<file path="src/design/sap1_pkg.sv">
// Shared types and constants for the SAP-1 T-state core.
package sap1_pkg;

  // Request codes carried in req_type; the spare code is ignored.
  typedef enum logic [1:0] {
    REQ_TICK    = 2'd0,
    REQ_WRITE   = 2'd1,
    REQ_RESTART = 2'd2
  } sap1_req_e;

  // Opcodes in the high nibble of the instruction byte.
  localparam logic [3:0] OP_LDA = 4'h0;
  localparam logic [3:0] OP_ADD = 4'h1;
  localparam logic [3:0] OP_SUB = 4'h2;
  localparam logic [3:0] OP_OUT = 4'hE;
  localparam logic [3:0] OP_HLT = 4'hF;

  localparam int unsigned MemDepth = 16;

  typedef struct packed {
    logic [1:0] req_type;
    logic [3:0] mem_address;
    logic [7:0] mem_data;
  } sap1_req_t;

  typedef struct packed {
    logic [3:0] pc_value;
    logic [3:0] mar_value;
    logic [7:0] ir_value;
    logic [7:0] acc_value;
    logic [7:0] b_value;
    logic [7:0] out_value;
    logic       cpu_running;
    logic [2:0] phase;
  } sap1_snap_t;

endpackage

</file>
<file path="src/design/sap1_if.sv">
// Request and response channel interfaces for the SAP-1 T-state core.
interface sap1_req_if;
  logic       valid;
  logic       ready;
  logic [1:0] req_type;
  logic [3:0] mem_address;
  logic [7:0] mem_data;

  modport source (output valid, req_type, mem_address, mem_data, input ready);
  modport sink (input valid, req_type, mem_address, mem_data, output ready);
endinterface

interface sap1_rsp_if;
  logic       valid;
  logic       ready;
  logic [3:0] pc_value;
  logic [3:0] mar_value;
  logic [7:0] ir_value;
  logic [7:0] acc_value;
  logic [7:0] b_value;
  logic [7:0] out_value;
  logic       cpu_running;
  logic [2:0] phase;

  modport source (
    output valid, pc_value, mar_value, ir_value, acc_value, b_value, out_value,
           cpu_running, phase,
    input  ready
  );
  modport sink (
    input  valid, pc_value, mar_value, ir_value, acc_value, b_value, out_value,
           cpu_running, phase,
    output ready
  );
endinterface

</file>
<file path="src/design/sap1_exec.sv">
// Architectural registers, program memory and the T-state sequencer.
module sap1_exec
  import sap1_pkg::*;
(
  input  logic       clk_i,
  input  logic       rst_ni,
  input  logic       step_i,
  input  sap1_req_t  req_i,
  output sap1_snap_t snap_o
);

  typedef enum logic [2:0] {
    T1 = 3'd0,
    T2 = 3'd1,
    T3 = 3'd2,
    T4 = 3'd3,
    T5 = 3'd4
  } tstate_e;

  tstate_e    tstate_q, tstate_d;
  logic [3:0] pc_q, pc_d;
  logic [3:0] mar_q, mar_d;
  logic [7:0] ir_q, ir_d;
  logic [7:0] acc_q, acc_d;
  logic [7:0] b_q, b_d;
  logic [7:0] out_q, out_d;
  logic       run_q, run_d;
  logic [7:0] mem_q [MemDepth];
  logic [7:0] rd_data;
  logic [3:0] opc;
  logic [3:0] opnd;

  assign rd_data = mem_q[mar_q];
  assign opc     = ir_q[7:4];
  assign opnd    = ir_q[3:0];

  always_comb begin
    tstate_d = tstate_q;
    pc_d     = pc_q;
    mar_d    = mar_q;
    ir_d     = ir_q;
    acc_d    = acc_q;
    b_d      = b_q;
    out_d    = out_q;
    run_d    = run_q;
    case (req_i.req_type)
      REQ_TICK: begin
        if (run_q) begin
          unique case (tstate_q)
            T1: begin
              mar_d    = pc_q;
              tstate_d = T2;
            end
            T2: begin
              ir_d     = rd_data;
              pc_d     = pc_q + 4'd1;
              tstate_d = T3;
            end
            T3: tstate_d = T4;
            T4: begin
              if (opc == OP_HLT) begin
                // stop here; the sequencer stays at T4
                run_d = 1'b0;
              end else begin
                if (opc == OP_LDA || opc == OP_ADD || opc == OP_SUB) mar_d = opnd;
                if (opc == OP_OUT) out_d = acc_q;
                tstate_d = T5;
              end
            end
            T5: begin
              unique case (opc)
                OP_LDA: acc_d = rd_data;
                OP_ADD: begin
                  b_d   = rd_data;
                  acc_d = acc_q + rd_data;
                end
                OP_SUB: begin
                  b_d   = rd_data;
                  acc_d = acc_q - rd_data;
                end
                default: ;
              endcase
              tstate_d = T1;
            end
            default: tstate_d = T1;
          endcase
        end
      end
      REQ_RESTART: begin
        tstate_d = T1;
        pc_d     = '0;
        mar_d    = '0;
        ir_d     = '0;
        acc_d    = '0;
        b_d      = '0;
        out_d    = '0;
        run_d    = 1'b1;
      end
      default: ;
    endcase
  end

  always_ff @(posedge clk_i or negedge rst_ni) begin
    if (!rst_ni) begin
      tstate_q <= T1;
      pc_q     <= '0;
      mar_q    <= '0;
      ir_q     <= '0;
      acc_q    <= '0;
      b_q      <= '0;
      out_q    <= '0;
      run_q    <= 1'b1;
    end else if (step_i) begin
      tstate_q <= tstate_d;
      pc_q     <= pc_d;
      mar_q    <= mar_d;
      ir_q     <= ir_d;
      acc_q    <= acc_d;
      b_q      <= b_d;
      out_q    <= out_d;
      run_q    <= run_d;
    end
  end

  always_ff @(posedge clk_i or negedge rst_ni) begin
    if (!rst_ni) begin
      for (int i = 0; i < MemDepth; i++) mem_q[i] <= '0;
    end else if (step_i && req_i.req_type == REQ_WRITE) begin
      mem_q[req_i.mem_address] <= req_i.mem_data;
    end
  end

  // Report the state as it stands after this item.
  always_comb begin
    snap_o.pc_value    = pc_d;
    snap_o.mar_value   = mar_d;
    snap_o.ir_value    = ir_d;
    snap_o.acc_value   = acc_d;
    snap_o.b_value     = b_d;
    snap_o.out_value   = out_d;
    snap_o.cpu_running = run_d;
    snap_o.phase       = tstate_d;
  end

endmodule

</file>
<file path="src/design/sap1_cpu_tstate_core.sv">
// Top level of the SAP-1 T-state core: request register, execute step, response register.
//
//  channel | dir | beat contents
//  --------+-----+------------------------------------------------------------
//  req_i   | in  | req_type, mem_address, mem_data (tick, memory write, restart)
//  rsp_o   | out | pc, mar, ir, acc, b, out, cpu_running, phase after the beat
//
// Every request beat yields exactly one response beat. A beat waits in the request
// register, then passes through the execute step into the response register.
// Throughput is one beat per cycle while the response is not stalled, set by the single
// register-file update in the execute step. Reset clears the valid flags and the
// architectural registers, sets the run flag and zeroes the 16-byte program memory at
// once. A stalled response holds the response register; the request register still drains into it once it frees.
module sap1_cpu_tstate_core
  import sap1_pkg::*;
(
  input  logic      clk_i,
  input  logic      rst_ni,
  sap1_req_if.sink  req_i,
  sap1_rsp_if.source rsp_o
);

  logic       in_valid_q;
  sap1_req_t  in_q;
  logic       out_valid_q;
  sap1_snap_t out_q;
  sap1_snap_t snap;
  logic       advance;
  logic       req_fire;

  // Move the held request into the response register when that slot is free.
  assign advance     = in_valid_q && (!out_valid_q || rsp_o.ready);
  assign req_i.ready = !in_valid_q || advance;
  assign req_fire    = req_i.valid && req_i.ready;

  always_ff @(posedge clk_i or negedge rst_ni) begin
    if (!rst_ni) begin
      in_valid_q  <= 1'b0;
      out_valid_q <= 1'b0;
    end else begin
      if (req_fire) begin
        in_valid_q <= 1'b1;
      end else if (advance) begin
        in_valid_q <= 1'b0;
      end
      if (advance) begin
        out_valid_q <= 1'b1;
      end else if (rsp_o.ready) begin
        out_valid_q <= 1'b0;
      end
    end
  end

  // Payload registers: hold unless a new beat lands.
  always_ff @(posedge clk_i) begin
    if (req_fire) begin
      in_q.req_type    <= req_i.req_type;
      in_q.mem_address <= req_i.mem_address;
      in_q.mem_data    <= req_i.mem_data;
    end
    if (advance) begin
      out_q <= snap;
    end
  end

  sap1_exec u_exec (
    .clk_i  (clk_i),
    .rst_ni (rst_ni),
    .step_i (advance),
    .req_i  (in_q),
    .snap_o (snap)
  );

  assign rsp_o.valid       = out_valid_q;
  assign rsp_o.pc_value    = out_q.pc_value;
  assign rsp_o.mar_value   = out_q.mar_value;
  assign rsp_o.ir_value    = out_q.ir_value;
  assign rsp_o.acc_value   = out_q.acc_value;
  assign rsp_o.b_value     = out_q.b_value;
  assign rsp_o.out_value   = out_q.out_value;
  assign rsp_o.cpu_running = out_q.cpu_running;
  assign rsp_o.phase       = out_q.phase;

endmodule

</file>
<file path="src/flat_wrapper.sv">
// flat-port wrapper written by rule: the top's interface ports become plain ports
module sap1_cpu_tstate_core_flat import sap1_pkg::*;
  (clk_i, rst_ni, req_i_valid, req_i_req_type, req_i_mem_address, req_i_mem_data, req_i_ready, rsp_o_valid, rsp_o_pc_value, rsp_o_mar_value, rsp_o_ir_value, rsp_o_acc_value, rsp_o_b_value, rsp_o_out_value, rsp_o_cpu_running, rsp_o_phase, rsp_o_ready);
  sap1_req_if req_i_i ();
  sap1_rsp_if rsp_o_i ();
  input  logic clk_i;
  input  logic rst_ni;
  input wire logic [$bits(req_i_i.valid)-1:0] req_i_valid;
  input wire logic [$bits(req_i_i.req_type)-1:0] req_i_req_type;
  input wire logic [$bits(req_i_i.mem_address)-1:0] req_i_mem_address;
  input wire logic [$bits(req_i_i.mem_data)-1:0] req_i_mem_data;
  output wire logic [$bits(req_i_i.ready)-1:0] req_i_ready;
  output wire logic [$bits(rsp_o_i.valid)-1:0] rsp_o_valid;
  output wire logic [$bits(rsp_o_i.pc_value)-1:0] rsp_o_pc_value;
  output wire logic [$bits(rsp_o_i.mar_value)-1:0] rsp_o_mar_value;
  output wire logic [$bits(rsp_o_i.ir_value)-1:0] rsp_o_ir_value;
  output wire logic [$bits(rsp_o_i.acc_value)-1:0] rsp_o_acc_value;
  output wire logic [$bits(rsp_o_i.b_value)-1:0] rsp_o_b_value;
  output wire logic [$bits(rsp_o_i.out_value)-1:0] rsp_o_out_value;
  output wire logic [$bits(rsp_o_i.cpu_running)-1:0] rsp_o_cpu_running;
  output wire logic [$bits(rsp_o_i.phase)-1:0] rsp_o_phase;
  input wire logic [$bits(rsp_o_i.ready)-1:0] rsp_o_ready;
  assign req_i_i.valid = req_i_valid;
  assign req_i_i.req_type = req_i_req_type;
  assign req_i_i.mem_address = req_i_mem_address;
  assign req_i_i.mem_data = req_i_mem_data;
  assign req_i_ready = req_i_i.ready;
  assign rsp_o_valid = rsp_o_i.valid;
  assign rsp_o_pc_value = rsp_o_i.pc_value;
  assign rsp_o_mar_value = rsp_o_i.mar_value;
  assign rsp_o_ir_value = rsp_o_i.ir_value;
  assign rsp_o_acc_value = rsp_o_i.acc_value;
  assign rsp_o_b_value = rsp_o_i.b_value;
  assign rsp_o_out_value = rsp_o_i.out_value;
  assign rsp_o_cpu_running = rsp_o_i.cpu_running;
  assign rsp_o_phase = rsp_o_i.phase;
  assign rsp_o_i.ready = rsp_o_ready;
  sap1_cpu_tstate_core u_core (.clk_i(clk_i), .rst_ni(rst_ni), .req_i(req_i_i), .rsp_o(rsp_o_i));
endmodule
</file>
<file path="config.mk">
export PLATFORM = sky130hd
export DESIGN_NAME = sap1_cpu_tstate_core_flat
export DESIGN_NICKNAME = d
export VERILOG_FILES = /design/src/design/sap1_pkg.sv /design/src/design/sap1_if.sv /design/src/design/sap1_exec.sv /design/src/design/sap1_cpu_tstate_core.sv /design/src/flat_wrapper.sv
export SDC_FILE = /design/constraint.sdc
export NUM_CORES = 1
export LEC_CHECK = 0
export BUFFER_PORTS_ARGS = -buffer_cell sky130_fd_sc_hd__buf_2
export CORE_MARGIN = 2
export CORE_UTILIZATION = 40
export DETAILED_ROUTE_END_ITERATION = 10
export GPL_TIMING_DRIVEN = 1
export PLACE_DENSITY = 0.56
export REMOVE_ABC_BUFFERS = 1
export SLEW_MARGIN = 15
export SYNTH_ARGS = -nofsm -noshare
export SYNTH_HDL_FRONTEND = slang
export SYNTH_SLANG_ARGS = --single-unit
export TNS_END_PERCENT = 50
</file>
<file path="constraint.sdc">
create_clock -name clk_i -period 9.43 [get_ports clk_i]
set_input_delay 1.886 -clock clk_i [delete_from_list [all_inputs] [get_ports clk_i]]
set_output_delay 1.886 -clock clk_i [all_outputs]
set_load 0.01 [all_outputs]
</file>
### Yosys cells after proc, flatten, opt, wreduce, memory -nomap -nowiden

Index checks and enable logic that the tools add are counted.

| word-level totals | value |
|---|---|
| bits in registers | 232 |
| output and inout bits | 46 |
| input bits | 18 |

| operators by class | value |
|---|---|
| multiplexer cells | 42 |
| add/sub/neg operators | 3 |
| bitwise operators | 2 |
| order comparisons | 3 |
| equality and inequality tests | 10 |
| reduce and logical (&&, ||, !) cells | 16 |

Operators by type and width:

| operator | number |
|---|---|
| 128-bit bitwise mux | 1 |
| 8-bit two-way mux | 14 |
| 8-bit case mux with 2 select lines | 4 |
| 8-bit binary-select mux with 4-bit select | 1 |
| 8-bit demux with 4-bit select | 1 |
| 4-bit case mux with 2 select lines | 3 |
| 8-bit case mux with 3 select lines | 1 |
| 4-bit two-way mux | 5 |
| 3-bit case mux with 4 select lines | 1 |
| 5-bit greater-or-equal comparator, second input constant | 2 |
| 4-bit NOT with 5-bit output | 2 |
| 8-bit adder | 1 |
| 4-bit equality test, second input constant | 2 |
| 8-bit subtractor | 1 |
| 1-bit two-way mux | 7 |
| 3-bit by 2-bit equality test with 1-bit output, second input constant | 2 |
| 3-bit two-way mux | 2 |
| 3-bit case mux with 2 select lines | 1 |
| 5-bit by 1-bit < comparator with 1-bit output, second input constant | 1 |
| 4-bit by 1-bit adder with 4-bit output, second input constant | 1 |
| 4-bit by 1-bit equality test with 1-bit output, second input constant | 1 |
| 4-bit by 2-bit equality test with 1-bit output, second input constant | 1 |
| 1-bit logical AND | 4 |
| 4-bit zero test | 1 |
| 11 further kinds | 16 |

### Depth between registers and ports, before layout

| depth | value |
|---|---|
| depth after elaboration | 9 |
| depth in mapped cells | 18 |
| gate-level depth less buffers | 16 |

### By module

Synthesis repeated with hierarchy kept, for this count alone.

| unflattened totals | value |
|---|---|
| cells, all modules | 804 |
| area, all modules | 10799.1 um2 |

By module, submodules not included:

| module | cells each | area an instance (um2) | instances |
|---|---|---|---|
| sap1_exec | 738 | 8953.6 | 1 |
| sap1_cpu_tstate_core | 66 | 1845.5 | 1 |

### Least setup slack after synthesis

Ideal clock, no wire load.

| timing | value |
|---|---|
| path type | input to register |
| from | input port rsp_o_ready |
| to | register u_core.out_q, in the netlist u_core.rsp_o.acc_value[0] (enable) |
| data required time | 9.005 ns |
| library setup time | 0.425 ns |
| cell stages on the path | 5 |
| data arrival time | 3.973 ns |
| path slack | 5.032 ns |
| cells stage by stage | nand2b_1 nand2_2 clkinv_1 buf_1 buf_1 |

| between the ends | value |
|---|---|
| cells in the longest elaborated chain, start to end | 2 |

Ends and longest elaborated chain:

| what | RTL line | RTL |
|---|---|---|
| start: declaration | flat_wrapper.sv:22 | `input wire logic [$bits(rsp_o_i.ready)-1:0] rsp_o_ready;` |
| 1-bit logical OR | sap1_cpu_tstate_core.sv:32 | `assign advance = in_valid_q && (!out_valid_q \|\| rsp_o.ready);` |
| 1-bit logical AND | sap1_cpu_tstate_core.sv:32 |  |
| via u_core.advance | sap1_cpu_tstate_core.sv:28 | `logic advance;` |
| end signal: assignment | sap1_cpu_tstate_core.sv:62 | `out_q <= snap;` |
| end: declaration | sap1_cpu_tstate_core.sv:26 | `sap1_snap_t out_q;` |

The timed path passes the listed nets, and every way through them passes these cells.
A chain may end at the register's enable or synchronous reset.

==> flow_metrics.tcl <==
set metrics [dict create \
    cap_violations 0 \
    fp-row-count 60 \
    design_area_um2 12320 \
    tritoncts "done" \
    tightest_slew_ps 1013 \
    regArea_um2 6098 \
    crit_path_end_kind "register" \
    syn_inst 823 \
    io_buffers 63 \
    clock-sinks 232 \
    worst_r2r_path_depth 17 \
    hp-class "register to register" \
    setup_tns_ps 0 \
    clk_path_buf_depth 3 \
    finClkSkew_ps 19.15 \
    drt_iter0_drc 422 \
    cts_hold_buffers 0 \
    crit_chain "buf_4 -> mux4_2 -> mux2i_1 -> o22ai_1 -> inv_1 -> ha_1 -> nor2_1 -> a21oi_1 -> inv_1 -> ha_1 -> nor2b_1 -> o21ai_0 -> or3b_2 -> a221oi_2 -> nor2_1 -> o22a_1 -> mux2_2" \
    cpPeakStageDelay_ps 860 \
    vdd_ir_drop_max_mv 0.1379 \
    slowest_stage "dfrtp_1" \
    slew_headroom_pct 32.22 \
    grtUsageTotal_pct 17.88 \
    start_util_pct 40.65 \
    grt_max_degree 69 \
    status "finished clean" \
    power_mw 2.835 \
    cp_data_required_time_ps 9840 \
    die_height_um 169.3 \
    synthArstFlopShare_pct 75.00 \
    drc 0 \
    wl_per_cell_um 20.33 \
    overflow 0 \
    ys.flop_type "dfrtp_1" \
    period_needed_ps 4873 \
    ctsResizeCount 0 \
    ctsRootBufferMaster "clkbuf_16" \
    slew_violations 0 \
    fp.dieW_um 169.3 \
    grt_pass1_vias 7013 \
    synth_edf_count 58 \
    gp_congestion 0.8473 \
    synth_seq_cells 232 \
    setup.worst_path.class "register to register" \
    ant_nets 0 \
    syn_avg_cell_area_um2 13.28 \
    seq_area_frac_synth_pct 55.81 \
    crit_fanout 18 \
    synthesis.area_um2 10930 \
    num-fill-cells 2455 \
    fmax_mhz 205.2 \
    drt-pass1-iter-count 5 \
    fin_cells 1230 \
    fin_nets 899 \
    setup_viol 0 \
    yosys_warnings 0 \
    place_area_um2 11500 \
    numCtsBuffers 26 \
    critPathArrivalTime_ps 5290 \
    cp_num_cells 17 \
    core-area_um2 26880 \
    clkTransAtPathRegs_ps 60 \
    rsz0062_at_grt "false" \
    post_cts_buffers 0 \
    die-area_um2 28650 \
    whs_path_depth 1 \
    crit_buf_inv 3 \
    grt_pass1_wl_mm 40.10 \
    multi_input_area_um2 4516 \
    insertion_delay_ps 540 \
    startpoint_type "register" \
    htreeDepth 1 \
    path_delay_family "compound AO/OA/AOI/OAI gates" \
    hold_viol 0 \
    syn2layout_area_growth_pct 12.73 \
    layout-drive-gt1-share_pct 32.51 \
    finalCritPeriodShare_pct 51.68 \
    grt_antenna_before_repair 0 \
    cellLeakagePower_nw 5.397 \
    via_count 6943 \
    hold_ws_ps 476.6 \
    ys_types 67 \
    placed_cells 1184 \
    antenna_cells 0 \
    hpwlAfterDp_mm 16.31 \
    ios 64 \
    post_drt_via_cell_ratio 5.645 \
    powerDensity_nw_per_um2 230.2 \
    finalWirelength_mm 25.00 \
]
final cells by class:
class | instances | share of cell area (%)
well taps | 341 | 3.464
inverters | 16 | 0.4876
flip-flops and latches | 232 | 49.51
multi-input cells | 522 | 36.66
repair buffers | 73 | 3.220
clock buffers | 39 | 6.247
clock inverters | 7 | 0.4063
worst register-to-register path: stages, from the launching register on:
cell and delay [ps]:
dfrtp_1 860, buf_4 420, mux4_2 250, mux2i_1 70, o22ai_1 620, inv_1 150, ha_1 320, nor2_1 40
a21oi_1 240, inv_1 80, ha_1 260, nor2b_1 130, o21ai_0 120, or3b_2 460, a221oi_2 220, nor2_1 60
o22a_1 200, mux2_2 260
layer usage:
metal / up-vias / global-route usage (%) / wire length [um]
met2: 152 / 29.10 / 11840
met4: 0 / 5.351 / 646
li1: 3191 / - / -
met1: 3554 / 25.06 / 11690
met5: - / 0 / 0
met3: 46 / 2.495 / 820
cells in the mapped netlist, drive strengths merged (4+ instances only):
cell    instances  share of area (%)
o41ai           5               0.40
inv            15               0.52
nor3            9               0.55
nand3b          4               0.27
nor2b           5               0.29
a21oi          10               0.46
mux2          140                 14
and2            5               0.29
nor4            4               0.23
dfrtp         173                 40
nand3           7               0.32
clkbuf         37                1.3
a32oi           4               0.32
a22oi          34                2.4
a22o           22                1.8
ha              9                1.0
xnor2           7               0.63
o21ai          47                2.2
edfxtp         58                 16
o22ai           5               0.29
mux4           31                6.6
o22a            8               0.64
nand2b          7               0.40
nor2           38                1.3
buf            16                1.0
nand2          72                2.6
a31oi           7               0.40
sequential cells by signal, indices dropped and copies added (netlist names):
register and flops:
u_core.u_exec.b_q 8, u_core.rsp_o.out_value 8, u_core.u_exec.mem_q 128, u_core.u_exec.out_q 8, u_core.rsp_o.valid 1, u_core.u_exec.mar_q 4
u_core.rsp_o.ir_value 8, u_core.rsp_o.acc_value 8, u_core.rsp_o.phase 3, u_core.u_exec.acc_q 8, u_core.rsp_o.cpu_running 1, u_core.in_valid_q 1
u_core.u_exec.tstate_q 3, u_core.u_exec.run_q 1, u_core.u_exec.pc_q 4, u_core.u_exec.ir_q 8, u_core.in_q 14, u_core.rsp_o.b_value 8
u_core.rsp_o.pc_value 4, u_core.rsp_o.mar_value 4
where the power goes:
| part | internal (mW) | switching, mW | leakage, nW |
|---|---|---|---|
| combinational | 0.279 | 0.306 | 2.12 |
| clock | 0.561 | 0.399 | 0.398 |
| sequential | 1.18 | 0.112 | 2.88 |
| total | 2.02 | 0.817 | 5.40 |
placed cells by master, fill, tap and decap left out, types with 24 or more instances in the layout:
cell type and n:
nand2_1 66, clkbuf_16 26, nor2_1 38, dfrtp_1 172
o21ai_0 30, edfxtp_1 58, a22oi_1 33, buf_2 62
mux4_2 24, mux2_2 131
metrics by stage:
step | setup slack (ps) | utilization [%]
5_1_grt | 4225 | 45.83
3_5_place_dp | 4488 | 42.78
3_3_place_gp | 4584 | 42.78
4_1_cts | 4464 | 45.83
2_1_floorplan | 4369 | -
6_report | 4557 | 45.83
final timing paths:
path / end / slack (ps) / start
worst min register to register: u_core.u_exec.mem_q[122] / 480 / u_core.u_exec.mem_q[122]
worst max-delay path: u_core.u_exec.acc_q[3] / 4560 / u_core.u_exec.mar_q[1]
worst min-delay path: u_core.u_exec.mem_q[122] / 480 / u_core.u_exec.mem_q[122]
worst max register to register: u_core.u_exec.acc_q[3] / 4560 / u_core.u_exec.mar_q[1]
min in group asynchronous: u_core.u_exec.pc_q[0] / 1370 / rst_ni
max in group asynchronous: u_core.u_exec.mar_q[3] / 6140 / rst_ni
cell families after synthesis:
group / count (synthesis) / share of synthesized area (%)
DFF: 232 / 55.81
buffers and inverters: 69 / 2.863
muxes: 174 / 21.34
and+or+nand+nor: 166 / 7.215
xor gates and xnor gates: 10 / 0.8704
adders and majority gates: 10 / 1.214
AOI/OAI and AO/OA: 162 / 10.70
Note: power is estimated with default switching activity, not from simulation.
